[src/bme_pkg.sv]
package bme_pkg;

    localparam int MODULUS_WIDTH_DEFAULT  = 32;
    localparam int EXPONENT_WIDTH_DEFAULT = 32;

    localparam int CFG_WIDTH    = 32;
    localparam int ADDR_WIDTH   = 3;
    localparam int KEY_WIDTH    = 8;
    localparam int CIPHER_WIDTH = 32;
    // key_value plus the ASCII offset needs one bit more than the key
    localparam int BASE_WIDTH   = 9;

    localparam logic [BASE_WIDTH-1:0] ASCII_OFFSET = 9'd48;
    localparam logic [KEY_WIDTH-1:0]  REJECT_A     = 8'h0A;
    localparam logic [KEY_WIDTH-1:0]  REJECT_B     = 8'h0B;
    localparam logic [KEY_WIDTH-1:0]  REJECT_F     = 8'h0F;

    localparam logic [CFG_WIDTH-1:0] MODULUS_RESET  = 32'd1;
    localparam logic [CFG_WIDTH-1:0] EXPONENT_RESET = 32'd65537;

    typedef enum logic {
        REG_MODULUS  = 1'b0,
        REG_EXPONENT = 1'b1
    } reg_index_t;

    typedef struct packed {
        logic [CFG_WIDTH-1:0] modulus;
        logic [CFG_WIDTH-1:0] exponent;
    } cfg_t;

endpackage

[src/bme_regs.sv]
module bme_regs (
    input  logic                           clk,
    input  logic                           rst_n,
    input  logic                           psel,
    input  logic                           penable,
    input  logic                           pwrite,
    input  logic [bme_pkg::ADDR_WIDTH-1:0] paddr,
    input  logic [bme_pkg::CFG_WIDTH-1:0]  pwdata,
    output logic [bme_pkg::CFG_WIDTH-1:0]  prdata,
    output logic                           pready,
    output bme_pkg::cfg_t                  cfg
);
    import bme_pkg::*;

    logic [CFG_WIDTH-1:0] modulus_reg;
    logic [CFG_WIDTH-1:0] exponent_reg;
    logic [CFG_WIDTH-1:0] modulus_next;
    logic [CFG_WIDTH-1:0] exponent_next;
    reg_index_t           index;
    logic                 wr_en;

    // word address: byte offset bits are ignored
    assign index  = reg_index_t'(paddr[ADDR_WIDTH-1]);
    assign pready = 1'b1;
    assign wr_en  = psel & penable & pwrite & pready;

    always_comb
    begin
        modulus_next  = modulus_reg;
        exponent_next = exponent_reg;
        if (wr_en)
        begin
            unique case (index)
                REG_MODULUS:  modulus_next  = pwdata;
                REG_EXPONENT: exponent_next = pwdata;
                default:      modulus_next  = modulus_reg;
            endcase
        end
    end

    always_comb
    begin
        unique case (index)
            REG_MODULUS:  prdata = modulus_reg;
            REG_EXPONENT: prdata = exponent_reg;
            default:      prdata = '0;
        endcase
    end

    always_ff @(posedge clk or negedge rst_n)
    begin
        if (!rst_n)
        begin
            modulus_reg  <= MODULUS_RESET;
            exponent_reg <= EXPONENT_RESET;
        end
        else
        begin
            modulus_reg  <= modulus_next;
            exponent_reg <= exponent_next;
        end
    end

    assign cfg.modulus  = modulus_reg;
    assign cfg.exponent = exponent_reg;

endmodule

[src/bme_modmul.sv]
module bme_modmul #(
    parameter int MW = bme_pkg::MODULUS_WIDTH_DEFAULT,
    parameter int BW = bme_pkg::MODULUS_WIDTH_DEFAULT
) (
    input  logic          clk,
    input  logic          rst_n,
    input  logic          start,
    input  logic [MW-1:0] a,
    input  logic [BW-1:0] b,
    input  logic [MW-1:0] m,
    output logic          done,
    output logic [MW-1:0] product
);
    import bme_pkg::*;

    localparam int CW = $clog2(BW);

    typedef enum logic [2:0] {
        MM_IDLE = 3'b001,
        MM_DBL  = 3'b010,
        MM_ADD  = 3'b100
    } mm_state_t;

    mm_state_t     state_reg, state_next;
    logic [MW-1:0] r_reg, r_next;
    logic [MW-1:0] a_reg, a_next;
    logic [BW-1:0] b_reg, b_next;
    logic [CW-1:0] cnt_reg, cnt_next;
    logic          done_reg, done_next;

    logic [MW-1:0] add_y;
    logic [MW:0]   sum;
    logic [MW:0]   mod_ext;
    logic [MW:0]   red;

    // shared add and reduce; a zero modulus stands for 2^MW
    assign mod_ext = {(m == '0), m};
    assign add_y   = (state_reg == MM_DBL) ? r_reg : (b_reg[BW-1] ? a_reg : '0);
    assign sum     = {1'b0, r_reg} + {1'b0, add_y};
    assign red     = (sum >= mod_ext) ? (sum - mod_ext) : sum;

    always_comb
    begin
        state_next = state_reg;
        r_next     = r_reg;
        a_next     = a_reg;
        b_next     = b_reg;
        cnt_next   = cnt_reg;
        done_next  = 1'b0;
        unique case (state_reg)
            MM_IDLE:
            begin
                if (start)
                begin
                    r_next     = '0;
                    a_next     = a;
                    b_next     = b;
                    cnt_next   = CW'(BW - 1);
                    state_next = MM_DBL;
                end
            end
            MM_DBL:
            begin
                r_next     = red[MW-1:0];
                state_next = MM_ADD;
            end
            MM_ADD:
            begin
                r_next = red[MW-1:0];
                b_next = b_reg << 1;
                if (cnt_reg == '0)
                begin
                    done_next  = 1'b1;
                    state_next = MM_IDLE;
                end
                else
                begin
                    cnt_next   = cnt_reg - CW'(1);
                    state_next = MM_DBL;
                end
            end
            default: state_next = MM_IDLE;
        endcase
    end

    always_ff @(posedge clk or negedge rst_n)
    begin
        if (!rst_n)
        begin
            state_reg <= MM_IDLE;
            done_reg  <= 1'b0;
            cnt_reg   <= '0;
        end
        else
        begin
            state_reg <= state_next;
            done_reg  <= done_next;
            cnt_reg   <= cnt_next;
        end
    end

    always_ff @(posedge clk)
    begin
        r_reg <= r_next;
        a_reg <= a_next;
        b_reg <= b_next;
    end

    assign done    = done_reg;
    assign product = r_reg;

endmodule

[src/byte_modular_exponentiation.sv]
// Byte modular exponentiation.
// Input channel: an item (key_value) is taken on a clock edge with start high
// and busy low. Key values 0xA, 0xB and 0xF are dropped and give no result.
// Other keys get 48 added and the block computes (key+48)^e mod n.
// Result channel: cipher_value is shown for one cycle with done high. The
// receiver cannot stall; each result must be taken in that cycle.
// Config: APB port, rsa_modulus at 0x0, public_exponent at 0x4, zero wait
// states. Write only while busy is low.
// Datapath: one shared modular multiplier (double-then-add per multiplier bit,
// one add and compare per cycle) steps through B = max(MODULUS_WIDTH,9) bits.
// An item costs one base reduction plus, per exponent bit up to the top set
// bit, a pass through the STEP and NEXT states, a multiply where the bit is set
// and a square below the top bit. The result comes with done in the same cycle
// that busy falls, and the next item can be taken in that same cycle.
// Zero exponent gives 1 in the cycle after the item, with no busy period.
// Reset: modulus 1, exponent 65537, block idle, no result pending.
module byte_modular_exponentiation #(
    parameter int MODULUS_WIDTH  = bme_pkg::MODULUS_WIDTH_DEFAULT,
    parameter int EXPONENT_WIDTH = bme_pkg::EXPONENT_WIDTH_DEFAULT
) (
    input  logic                             clk,
    input  logic                             rst_n,
    input  logic                             start,
    output logic                             busy,
    input  logic [bme_pkg::KEY_WIDTH-1:0]    key_value,
    output logic                             done,
    output logic [bme_pkg::CIPHER_WIDTH-1:0] cipher_value,
    input  logic                             psel,
    input  logic                             penable,
    input  logic                             pwrite,
    input  logic [bme_pkg::ADDR_WIDTH-1:0]   paddr,
    input  logic [bme_pkg::CFG_WIDTH-1:0]    pwdata,
    output logic [bme_pkg::CFG_WIDTH-1:0]    prdata,
    output logic                             pready
);
    import bme_pkg::*;

    localparam int MW = MODULUS_WIDTH;
    localparam int EW = EXPONENT_WIDTH;
    localparam int BW = (MW > BASE_WIDTH) ? MW : BASE_WIDTH;

    typedef enum logic [5:0] {
        ST_IDLE = 6'b000001,
        ST_RED  = 6'b000010,
        ST_STEP = 6'b000100,
        ST_MACC = 6'b001000,
        ST_NEXT = 6'b010000,
        ST_SQR  = 6'b100000
    } state_t;

    cfg_t                    cfg;
    state_t                  state_reg, state_next;
    logic [EW-1:0]           e_reg, e_next;
    logic [MW-1:0]           acc_reg, acc_next;
    logic [MW-1:0]           base_reg, base_next;
    logic [CIPHER_WIDTH-1:0] cipher_reg, cipher_next;
    logic                    done_reg, done_next;

    logic [MW-1:0]           m_val;
    logic [EW-1:0]           e_val;
    logic [MW-1:0]           one_mod;
    logic [BASE_WIDTH-1:0]   base_raw;
    logic                    rejected;
    logic [EW-1:0]           e_shift;

    logic                    mm_start;
    logic [MW-1:0]           mm_a;
    logic [BW-1:0]           mm_b;
    logic                    mm_done;
    logic [MW-1:0]           mm_product;

    bme_regs u_regs (
        .clk     (clk),
        .rst_n   (rst_n),
        .psel    (psel),
        .penable (penable),
        .pwrite  (pwrite),
        .paddr   (paddr),
        .pwdata  (pwdata),
        .prdata  (prdata),
        .pready  (pready),
        .cfg     (cfg)
    );

    bme_modmul #(
        .MW (MW),
        .BW (BW)
    ) u_modmul (
        .clk     (clk),
        .rst_n   (rst_n),
        .start   (mm_start),
        .a       (mm_a),
        .b       (mm_b),
        .m       (m_val),
        .done    (mm_done),
        .product (mm_product)
    );

    assign m_val    = MW'(cfg.modulus);
    assign e_val    = EW'(cfg.exponent);
    // 1 reduced by the modulus: only a unit modulus turns it into 0
    assign one_mod  = (m_val == MW'(1)) ? '0 : MW'(1);
    assign base_raw = {1'b0, key_value} + ASCII_OFFSET;
    assign rejected = (key_value == REJECT_A) || (key_value == REJECT_B) ||
                      (key_value == REJECT_F);
    assign e_shift  = e_reg >> 1;

    always_comb
    begin
        state_next  = state_reg;
        e_next      = e_reg;
        acc_next    = acc_reg;
        base_next   = base_reg;
        cipher_next = cipher_reg;
        done_next   = 1'b0;
        mm_start    = 1'b0;
        mm_a        = acc_reg;
        mm_b        = BW'(base_reg);
        unique case (state_reg)
            ST_IDLE:
            begin
                if (start && !rejected)
                begin
                    if (e_val == '0)
                    begin
                        done_next   = 1'b1;
                        cipher_next = CIPHER_WIDTH'(1);
                    end
                    else
                    begin
                        // reduce the base by multiplying it with 1 mod n
                        e_next     = e_val;
                        mm_start   = 1'b1;
                        mm_a       = one_mod;
                        mm_b       = BW'(base_raw);
                        state_next = ST_RED;
                    end
                end
            end
            ST_RED:
            begin
                if (mm_done)
                begin
                    base_next  = mm_product;
                    acc_next   = one_mod;
                    state_next = ST_STEP;
                end
            end
            ST_STEP:
            begin
                if (e_reg[0])
                begin
                    mm_start   = 1'b1;
                    state_next = ST_MACC;
                end
                else
                begin
                    state_next = ST_NEXT;
                end
            end
            ST_MACC:
            begin
                if (mm_done)
                begin
                    acc_next   = mm_product;
                    state_next = ST_NEXT;
                end
            end
            ST_NEXT:
            begin
                e_next = e_shift;
                if (e_shift == '0)
                begin
                    done_next   = 1'b1;
                    cipher_next = CIPHER_WIDTH'(acc_reg);
                    state_next  = ST_IDLE;
                end
                else
                begin
                    mm_start   = 1'b1;
                    mm_a       = base_reg;
                    state_next = ST_SQR;
                end
            end
            ST_SQR:
            begin
                if (mm_done)
                begin
                    base_next  = mm_product;
                    state_next = ST_STEP;
                end
            end
            default: state_next = ST_IDLE;
        endcase
    end

    always_ff @(posedge clk or negedge rst_n)
    begin
        if (!rst_n)
        begin
            state_reg <= ST_IDLE;
            done_reg  <= 1'b0;
        end
        else
        begin
            state_reg <= state_next;
            done_reg  <= done_next;
        end
    end

    always_ff @(posedge clk)
    begin
        e_reg      <= e_next;
        acc_reg    <= acc_next;
        base_reg   <= base_next;
        cipher_reg <= cipher_next;
    end

    assign busy         = (state_reg != ST_IDLE);
    assign done         = done_reg;
    assign cipher_value = cipher_reg;

endmodule
[config.mk]
export PLATFORM = sky130hd
export DESIGN_NAME = byte_modular_exponentiation
export DESIGN_NICKNAME = d
export VERILOG_FILES = /design/src/bme_pkg.sv /design/src/bme_regs.sv /design/src/bme_modmul.sv /design/src/byte_modular_exponentiation.sv
export SDC_FILE = /design/constraint.sdc
export NUM_CORES = 1
export LEC_CHECK = 0
export ABC_AREA = 1
export BUFFER_PORTS_ARGS = -buffer_cell sky130_fd_sc_hd__buf_4
export CORE_MARGIN = 2
export CORE_UTILIZATION = 42
export DETAILED_ROUTE_END_ITERATION = 12
export HOLD_SLACK_MARGIN = 0.12
export PLACE_DENSITY_LB_ADDON = 0.08
export SETUP_SLACK_MARGIN = 0.1
export SKIP_LAST_GASP = 1
export SLEW_MARGIN = 0
export SYNTH_ARGS = -nofsm -noshare
export SYNTH_HDL_FRONTEND = slang
export SYNTH_SLANG_ARGS = --single-unit
[constraint.sdc]
create_clock -name clk -period 4.4 [get_ports clk]
set_input_delay 0.22 -clock clk [delete_from_list [all_inputs] [get_ports clk]]
set_output_delay 0.22 -clock clk [all_outputs]
set_load 0.01 [all_outputs]
==> flow_metrics.env <==
export IMPL_outcome="finished, final reports clean"
export IMPL_gp_routability_congestion=0.918
export IMPL_finalPower_mw=20.1
export IMPL_floorplan_die_width_um=214
export IMPL_critical_path_startpoint_type="flip-flop"
export IMPL_grt_setup_unrepaired="yes"
export IMPL_clock_sinks=304
export IMPL_final_common_cell="nand2_1"
export IMPL_finalInstanceArea_um2=23600
export IMPL_vdd_ir_drop_max_mv=0.359
export IMPL_gr_usage_all_layers_pct=23.8
export IMPL_grt_antenna_before_repair=0
export IMPL_worstPathRequired_ns=4.69
export IMPL_start_util_pct=42.3
export IMPL_dieArea_um2=45900
export IMPL_power_share_clock_pct=15.0
export IMPL_period_minus_slack_ns=4.37
export IMPL_timing_critical_path_buf_inv=6
export IMPL_cpMaxStageDelayCell="ha_1"
export IMPL_critical_path_arrival_ns=4.66
export IMPL_clk_pin_slew_ns=0.06
export IMPL_number_of_maximum_capacitance_violations=0
export IMPL_share_seq_of_total_power_pct=21.7
export IMPL_first_pass_grt_wire_length_um=86200
export IMPL_drc_errors_left=0
export IMPL_clock_tree_buffer_depth=3
export IMPL_synth_edf_count=224
export IMPL_report_final_setup_viol=0
export IMPL_mappedNetlistArea_um2=18600
export IMPL_power_switching_share_pct=45.2
export IMPL_timing_critical_path_max_delay_family="simple AND/OR/NAND/NOR gates"
export IMPL_power_switching_mw=9.10
export IMPL_slew_viol_final=0
export IMPL_dominantRegCellSynth="edfxtp_1"
export IMPL_ys_async_sr_fraction_pct=26.3
export IMPL_ys_seq_area_share_pct=47.1
export IMPL_fmax_mhz=229
export IMPL_core_rowCount=77
export IMPL_layout_nets=2880
export IMPL_vias=16400
export IMPL_place_area_um2=21200
export IMPL_detailed_place_hpwl_um=41400
export IMPL_yosysUniqueCellTypes=45
export IMPL_numCtsBuffers=37
export IMPL_synthesis_nets=2575
export IMPL_finalCritPeriodShare_pct=99.4
export IMPL_cell_internal_power_mw=11.0
export IMPL_slew_headroom_pct=24.8
export IMPL_portBuffers=112
export IMPL_avgViaCountPerCell=4.86
export IMPL_combPwrFrac_pct=63.3
export IMPL_design_portCount=116
export IMPL_ys_warnings_count=0
export IMPL_timing_hold_violations_final=0
export IMPL_critical_path_class="reg -> reg"
export IMPL_wl_per_cell_um=16.5
export IMPL_htree_levels=2
export IMPL_tightest_pin_transition_ns=1.13
export IMPL_slowest_delay_ns=0.41
export IMPL_clock_root_buffer="clkbuf_16"
export IMPL_tritoncts_clock_tree="built"
export IMPL_drive_gt1_share_pct=18.8
export IMPL_post_synth_inst_count=2456
export IMPL_totalWireLength_um=55700
export IMPL_power_density_nw_per_um2=854
export IMPL_worstSetupEndpointType="flip-flop"
export IMPL_syn_area_per_cell_um2=7.56
export IMPL_critPathMostFrequentCell="nand2_1"
export IMPL_most_common_layout_cells="737 x nand2_1, 430 x inv_1, 285 x buf_4"
export IMPL_drt_iter0_markers=978
export IMPL_clk_insertion_delay_late_ns=0.57
export IMPL_drtAntennaViolNets=0
export IMPL_static_leakage_power_nw=11.5
export IMPL_grt_max_degree=81
export IMPL_worst_path_max_fanout=18
export IMPL_dr_pass1_iters=5
export IMPL_num_antenna_cells=0
export IMPL_finalClockSkew_ns=0.0354
export IMPL_core_region_area_um2=43900
export IMPL_hold_path_class="in -> reg"
export IMPL_first_global_vias=16000
export IMPL_grt_overflow_total=0
export IMPL_fp_dieH_um=214
export IMPL_synthToLayoutAreaGrowth_pct=26.9
export IMPL_layout_filler_cells=4242
export IMPL_yosys_register_bits=304
[final cells by class]
cell class	instances	area, um2	share of cell area, %
Sequential cell	304	8730	37.1
Multi-Input combinational cell	1643	8470	35.9
Timing Repair Buffer	336	2780	11.8
Inverter	439	1650	7.00
Clock buffer	47	1030	4.39
Tap cell	592	741	3.14
Clock inverter	21	161	0.685
[cell usage after synthesis (10+ instances only)]
master,n,area share (%)
nand3_1,121,3.3
nor3_1,16,0.43
o21ai_0,217,5.9
clkbuf_1,49,0.99
o22ai_1,23,0.78
ha_1,68,4.6
buf_2,11,0.30
nor2_1,238,4.8
xnor2_1,13,0.61
dfrtp_1,75,10
inv_1,435,8.8
a21oi_1,55,1.5
nor2_2,10,0.34
nand4_1,26,0.88
edfxtp_1,224,36
xor2_1,21,0.99
nand2_2,15,0.51
nand2_1,767,16
[metrics by stage]
stage	setup slack, ns	util (%)	hold WS, ns	setup TNS (ns)	instances
after global placement	-0.0945	48.2	0.462	-0.938	3250
final	0.0255	53.6	0.166	0	3382
after floorplan	0.477	-	-0.0756	0	2456
after CTS	0.0676	52.7	0.136	0	3367
after global routing	-0.253	53.6	0.177	-6.78	3382
after detailed placement	-0.103	48.2	0.469	-1.49	3250
[power by group through the flow]
stage	clock (mW)	sequential, mW	combinational (mW)
after floorplan	0	4.34	6.97
after detailed placement	0	4.41	11.5
after global placement	0	4.40	11.3
final	3.01	4.37	12.7
after CTS	3.07	4.37	12.2
after global routing	3.18	4.45	14.2
[cell families after synthesis]
| logic type | Yosys count | share of synthesized area, % |
|---|---|---|
| compound gates | 318 | 9.11 |
| simple gates | 1220 | 26.9 |
| buf+inv | 509 | 10.5 |
| xor+xnor | 34 | 1.60 |
| other cells | 1 | 0.0202 |
| fa+ha+maj | 70 | 4.80 |
| flops | 304 | 47.1 |
[repair_timing]
item / 4_1_cts / 5_1_grt
hold buffers: 38 / 0
pin swaps: 12 / 21
buffers inserted: 10 / 10
endpoints found under the setup margin: 32 / 32
endpoints found under the hold margin: 144 / 0
gates cloned: 1 / 5
resized for setup: 53 / 75
[worst paths after layout]
path / cells past startpoint / startpoint / end / slack, ns
worst min register to register: 1 / u_modmul.done$_DFF_PN0_ / state_reg[3]$_DFFE_PN0P_ / 0.48
min in group asynchronous: 2 / rst_n / u_regs.exponent_reg[30]$_DFFE_PN0P_ / 0.40
worst max-delay path: 26 / u_modmul.state_reg[2]$_DFFE_PN0P_ / u_modmul.product[18]$_SDFFCE_PN0P_ / 0.03
worst max register to register: 26 / u_modmul.state_reg[2]$_DFFE_PN0P_ / u_modmul.product[18]$_SDFFCE_PN0P_ / 0.03
max in group asynchronous: 2 / rst_n / u_modmul.state_reg[2]$_DFFE_PN0P_ / 3.34
worst min-delay path: 4 / key_value[4] / u_modmul.b_reg[4]$_DFFE_PP_ / 0.17
[tightest hold or removal path, delay by kind of cell]
kind | cells | cell delay (ns)
AO/OA/AOI/OAI | 2 | 0.21
buffers and inverters | 2 | 0.17
[per-layer routing]
| layer | vias up | GRT usage, % | wire, um |
|---|---|---|---|
| met5 | - | 0 | 0 |
| met3 | 101 | 3.23 | 2720 |
| met4 | 0 | 8.91 | 2070 |
| met1 | 7538 | 32.2 | 25200 |
| met2 | 396 | 39.2 | 25800 |
| li1 | 8402 | - | - |
(Power assumes the default switching activity.)
